<file path="config.mk">
export PLATFORM = sky130hd
export DESIGN_NAME = ssh_div
export DESIGN_NICKNAME = d
export VERILOG_FILES = /design/src/ssh_div.sv
export SDC_FILE = /design/constraint.sdc
export NUM_CORES = 2
export LEC_CHECK = 0
export BUFFER_PORTS_ARGS = -buffer_cell sky130_fd_sc_hd__buf_2
export CAP_MARGIN = 40
export CORE_AREA = 2 2 726 367
export DETAILED_ROUTE_END_ITERATION = 12
export DIE_AREA = 0 0 728 369
export GPL_ROUTABILITY_DRIVEN = 0
export GPL_TIMING_DRIVEN = 0
export PLACE_DENSITY = 0.76
export SLEW_MARGIN = 20
export SYNTH_ARGS = -nofsm -noshare
export SYNTH_HDL_FRONTEND = slang
export SYNTH_SLANG_ARGS = --single-unit
</file>
<file path="constraint.sdc">
create_clock -name clk_i -period 4.2 [get_ports clk_i]
set_clock_uncertainty 0.2 [all_clocks]
set_input_delay 0.84 -clock clk_i [delete_from_list [all_inputs] [get_ports clk_i]]
set_output_delay 0.84 -clock clk_i [all_outputs]
set_load 0.02 [all_outputs]
</file>
<file path="src/ssh_div.sv">
module ssh_div #(
  parameter int NumW  = 61,
  parameter int DenW  = 32,
  parameter int QuoW  = 31,
  parameter int SideW = 1
) (
  input  logic             clk_i,
  input  logic             rst_ni,
  input  logic             en_i,
  input  logic             valid_i,
  input  logic [NumW-1:0]  num_i,
  input  logic [DenW-1:0]  den_i,
  input  logic [SideW-1:0] side_i,
  output logic             valid_o,
  output logic [QuoW-1:0]  quo_o,
  output logic             ovf_o,
  output logic [SideW-1:0] side_o
);

  logic [QuoW:0]      valid_q;
  logic [DenW-1:0]    rem_q  [QuoW+1];
  logic [DenW-1:0]    den_q  [QuoW+1];
  logic [QuoW-1:0]    low_q  [QuoW+1];
  logic [QuoW-1:0]    quo_q  [QuoW+1];
  logic               ovf_q  [QuoW+1];
  logic [SideW-1:0]   side_q [QuoW+1];

  // entry: upper dividend bits form the first remainder, overflow if quotient too wide
  always_ff @(posedge clk_i) begin
    if (en_i) begin
      rem_q[0]  <= DenW'(num_i >> QuoW);
      den_q[0]  <= den_i;
      low_q[0]  <= num_i[QuoW-1:0];
      quo_q[0]  <= '0;
      ovf_q[0]  <= (num_i >> QuoW) >= NumW'(den_i);
      side_q[0] <= side_i;
    end
  end

  // one quotient bit per stage, restoring
  for (genvar i = 1; i <= QuoW; i++) begin : g_step
    logic [DenW:0] trial;
    logic          ge;

    assign trial = {rem_q[i-1], low_q[i-1][QuoW-i]};
    assign ge    = trial >= {1'b0, den_q[i-1]};

    always_ff @(posedge clk_i) begin
      if (en_i) begin
        rem_q[i]  <= ge ? DenW'(trial - {1'b0, den_q[i-1]}) : trial[DenW-1:0];
        den_q[i]  <= den_q[i-1];
        low_q[i]  <= low_q[i-1];
        quo_q[i]  <= {quo_q[i-1][QuoW-2:0], ge};
        ovf_q[i]  <= ovf_q[i-1];
        side_q[i] <= side_q[i-1];
      end
    end
  end

  // valid bits
  always_ff @(posedge clk_i or negedge rst_ni) begin
    if (!rst_ni) begin
      valid_q <= '0;
    end else if (en_i) begin
      valid_q <= {valid_q[QuoW-1:0], valid_i};
    end
  end

  assign valid_o = valid_q[QuoW];
  assign quo_o   = quo_q[QuoW];
  assign ovf_o   = ovf_q[QuoW];
  assign side_o  = side_q[QuoW];

endmodule

</file>
==> results.tsv <==
metric	value	unit
Initial Utilization	59.8	%
critical path endpoint category	register	
min Tclk post-route	4.13	ns
critical path depth in cells	11	
TritonCTS Buffers	285	
Worst R2R Start	den_q[2][69]	
Post-synth EDFFs	3038	
Crit Path Max Fanout	5	
via count	101000	
Sw Share	37.2	%
WHS Path Cells	0	
final worst slack	0.0674	ns
slowest cell on the critical path	a2111oi_0	
post-synthesis sequential area ratio	58.8	%
NumNets Final	14500	
Critical R2R Capture	rem_q[2][127]	
CTS tree	done	
initial antenna violation count	10	
total track usage	24.0	%
Core Area	262000	sq um
Die Span X	728	microns
Pint	83.9	mW
Worst setup SP type	register	
final WL	332	mm
Peak Freq	242	MHz
required time of the critical path	4.61	ns
H-tree levels	5	
crit-path cells	inv_1, ha_1, or4_1, nor2_1, o21ai_2, a2111oi_2, nor2_1, a221o_1, a2111oi_0, mux2i_1, o311ai_1	
post-synthesis cell count	12800	
Post-synth ARST share	1.04	%
Yosys warning count	0	
Clock Power Share	18.7	%
Pwr Total	134	mW
fin area	174000	sq um
clk root buf	clkbuf_16	
MaxCap Viol Count	0	
actual slew at the worst max-slew pin	0.925	ns
crit path DAT	4.54	ns
Final ANT Viol Nets	0	
clk_lat worst skew	0.87	ns
Port Buffers	131	
Comb power frac	45.6	%
placed cells	16500	
DR WL/cell	19.4	microns
crit share post-route	98.4	%
crit path kind	register to register	
Cell variety after synth	102	
Avg Inst Size Synth	12.3	sq um
crit path buf inv count	1	
commonest register cell after synthesis	edfxtp_1	
Hold Path Class	register to register	
hold path endpoint	quo_q[9][47]	
synthesis-to-finish area growth	11.2	%
router iterations before antenna repair	8	
Std-Cell Rows	133	
pin count of the biggest net entering global routing	154	
Post-Syn Nets	13900	
Largest delay share family, worst path	compound AO/OA/AOI/OAI gates	
Final Max Slew Viols	0	
height of the die	369	microns
post-synthesis register bit count	3070	
total die area	269000	sq um
DR DRC count	0	
Cell Area, Synth	157000	sq um
Final HPWL DP	238	mm
clock sinks	3070	
setup violators final	0	
Top Ports	132	
Max transition margin	38.3	%
VDD IR max	0.381	mV
R2R cell count	11	
hold path startpoint	quo_q[9][15]	
RSZ-0062 raised after global routing	true	
placed inst area	162000	sq um
DR iter-0 viols	7948	
sequential share of power	35.7	%
Placement Setup Slack	-4.02	ns
GR Overflow Total	0	
setup slack, reg-to-reg	0.07	ns
status	finished, final reports clean	
clk slew on worst S/H paths	0.07	ns
global-route wire length before repair	513	mm
final hold slack	0.189	ns
cell leakage power	70.4	nW
via-per-instance ratio	5.89	
number of global-route vias before repair	99500	
pwr dens	768	nW/um^2
fraction of final layout cells with drive strength greater than 1	10.2	%
most used cell, CP	nor2_1	
Psw	49.8	mW
crit-path max cell delay	0.63	ns
Final Hold Vio Count	0	
Final Instance Count excl. Fillers	17100	
clock tree buffer depth	4	
[per-layer routing]
metal | wire length, microns | global-route usage, % | vias to the layer above
met5 | 43 | 0 | -
met4 | 26800 | 17.1 | 6
met3 | 15100 | 3.34 | 1212
met2 | 169000 | 44.1 | 3387
met1 | 121000 | 25.3 | 47700
li1 | - | - | 48400
[cells by family (layout without fill, tap and decap cells)]
| family | count (synthesis) | after routing | share of synthesized area, % |
|---|---|---|---|
| flip-flops | 3070 | 3070 | 58.8 |
| buffers and inverters | 1562 | 2377 | 3.89 |
| other | 0 | 9 | 0 |
| XOR/XNOR | 788 | 788 | 4.41 |
| AND/OR/NAND/NOR | 2571 | 2571 | 7.82 |
| adder cells (fa/ha/maj) | 1051 | 1051 | 8.54 |
| multiplexers | 478 | 478 | 3.48 |
| AO/OA/AOI/OAI | 3249 | 3249 | 13.1 |
[sequential cells by signal, indices dropped and copies added (netlist names)]
signal / count
valid_q: 32
side_q: 32
den_q: 992
rem_q: 990
quo_q: 496
low_q: 496
ovf_q: 32
[per-stage QoR]
step | TNS [ns] | util (%)
after floorplan | 0 | -
after global placement | - | 61.8
after detailed placement | -3937.70 | 62.0
after CTS | 0 | 66.3
after global routing | -0.944 | 66.5
final | 0 | 66.5
[worst max-delay path by stage]
stage             startpoint       endpoint  slack (ns)
6_report        den_q[2][69]  rem_q[2][127]        0.07
5_1_grt         den_q[2][33]   rem_q[2][65]       -0.03
4_1_cts        den_q[2][109]    rem_q[3][9]       0.001
3_5_place_dp            en_i   low_q[3][94]       -4.02
3_3_place_gp            en_i  low_q[3][125]      -45.40
2_1_floorplan    den_q[3][1]   rem_q[3][56]        0.44
[layout by cell type, fill, tap and decap left out, types with 32 or more instances in the layout]
cell	Yosys	layout
a211oi_1	90	83
dlygate4sd3_1	0	96
xnor2_1	483	483
buf_4	40	95
a31oi_1	125	113
and2_1	37	36
clkinv_2	0	44
xor2_1	305	305
o21a_1	143	143
mux2_2	417	417
clkbuf_1	204	202
dfrtp_1	32	32
or3_1	45	44
buf_2	47	168
clkinv_1	0	55
nor3_1	161	153
nand2_1	802	801
nor2b_1	126	126
a21o_1	569	568
o211ai_1	47	47
clkbuf_2	1	32
inv_1	1254	1252
and4_1	40	39
o21bai_1	116	113
nor2_1	662	660
nand2b_1	128	128
o31ai_1	71	60
o21ai_0	737	711
nand3_1	194	193
a21boi_0	36	34
clkbuf_16	0	291
nand4_1	142	142
ha_1	1021	1011
a21oi_1	966	958
and3_1	87	87
o31a_1	48	48
edfxtp_1	3038	3038
[cell type report]
class / instances / area, sq um
well taps: 3510 / 4390
diodes: 9 / 22.5
fillers: 18400 / 87600
clock inverters: 145 / 1260
multi-input cells: 8137 / 59400
repair buffers: 336 / 3400
flip-flops and latches: 3070 / 92000
plain buffers: 293 / 1520
inverters: 1256 / 4720
clock buffers: 347 / 7470
[Yosys cell counts (161+ instances only)]
cell type,count,area (sq um)
nand2_1,802,3010
o21ai_0,737,3690
xnor2_1,483,4230
clkbuf_1,204,766
nor2_1,662,2480
mux2_2,417,4700
nand3_1,194,971
ha_1,1021,12800
xor2_1,305,2670
nor3_1,161,806
a21o_1,569,4270
a21oi_1,966,4830
edfxtp_1,3038,91200
inv_1,1254,4710
[timing repair]
item / in CTS / in global routing
pin swaps: 24 / 21
endpoints found under the setup margin: 2329 / 766
hold buffers: 96 / 0
gates cloned: 18 / 1
hold endpoints to repair: 127 / 0
gates resized for setup: 147 / 155
setup buffers: 31 / 14
[power groups by stage]
stage          registers [mW]  logic [mW]  clock network, mW
2_1_floorplan            46.5        44.0                  0
3_3_place_gp             50.3        55.0                  0
3_5_place_dp             48.2        57.6                  0
4_1_cts                  47.6        59.3               25.6
5_1_grt                  48.3        66.6               26.7
6_report                 47.8        60.9               25.0
No activity file was read; power rests on OpenSTA's default activity.
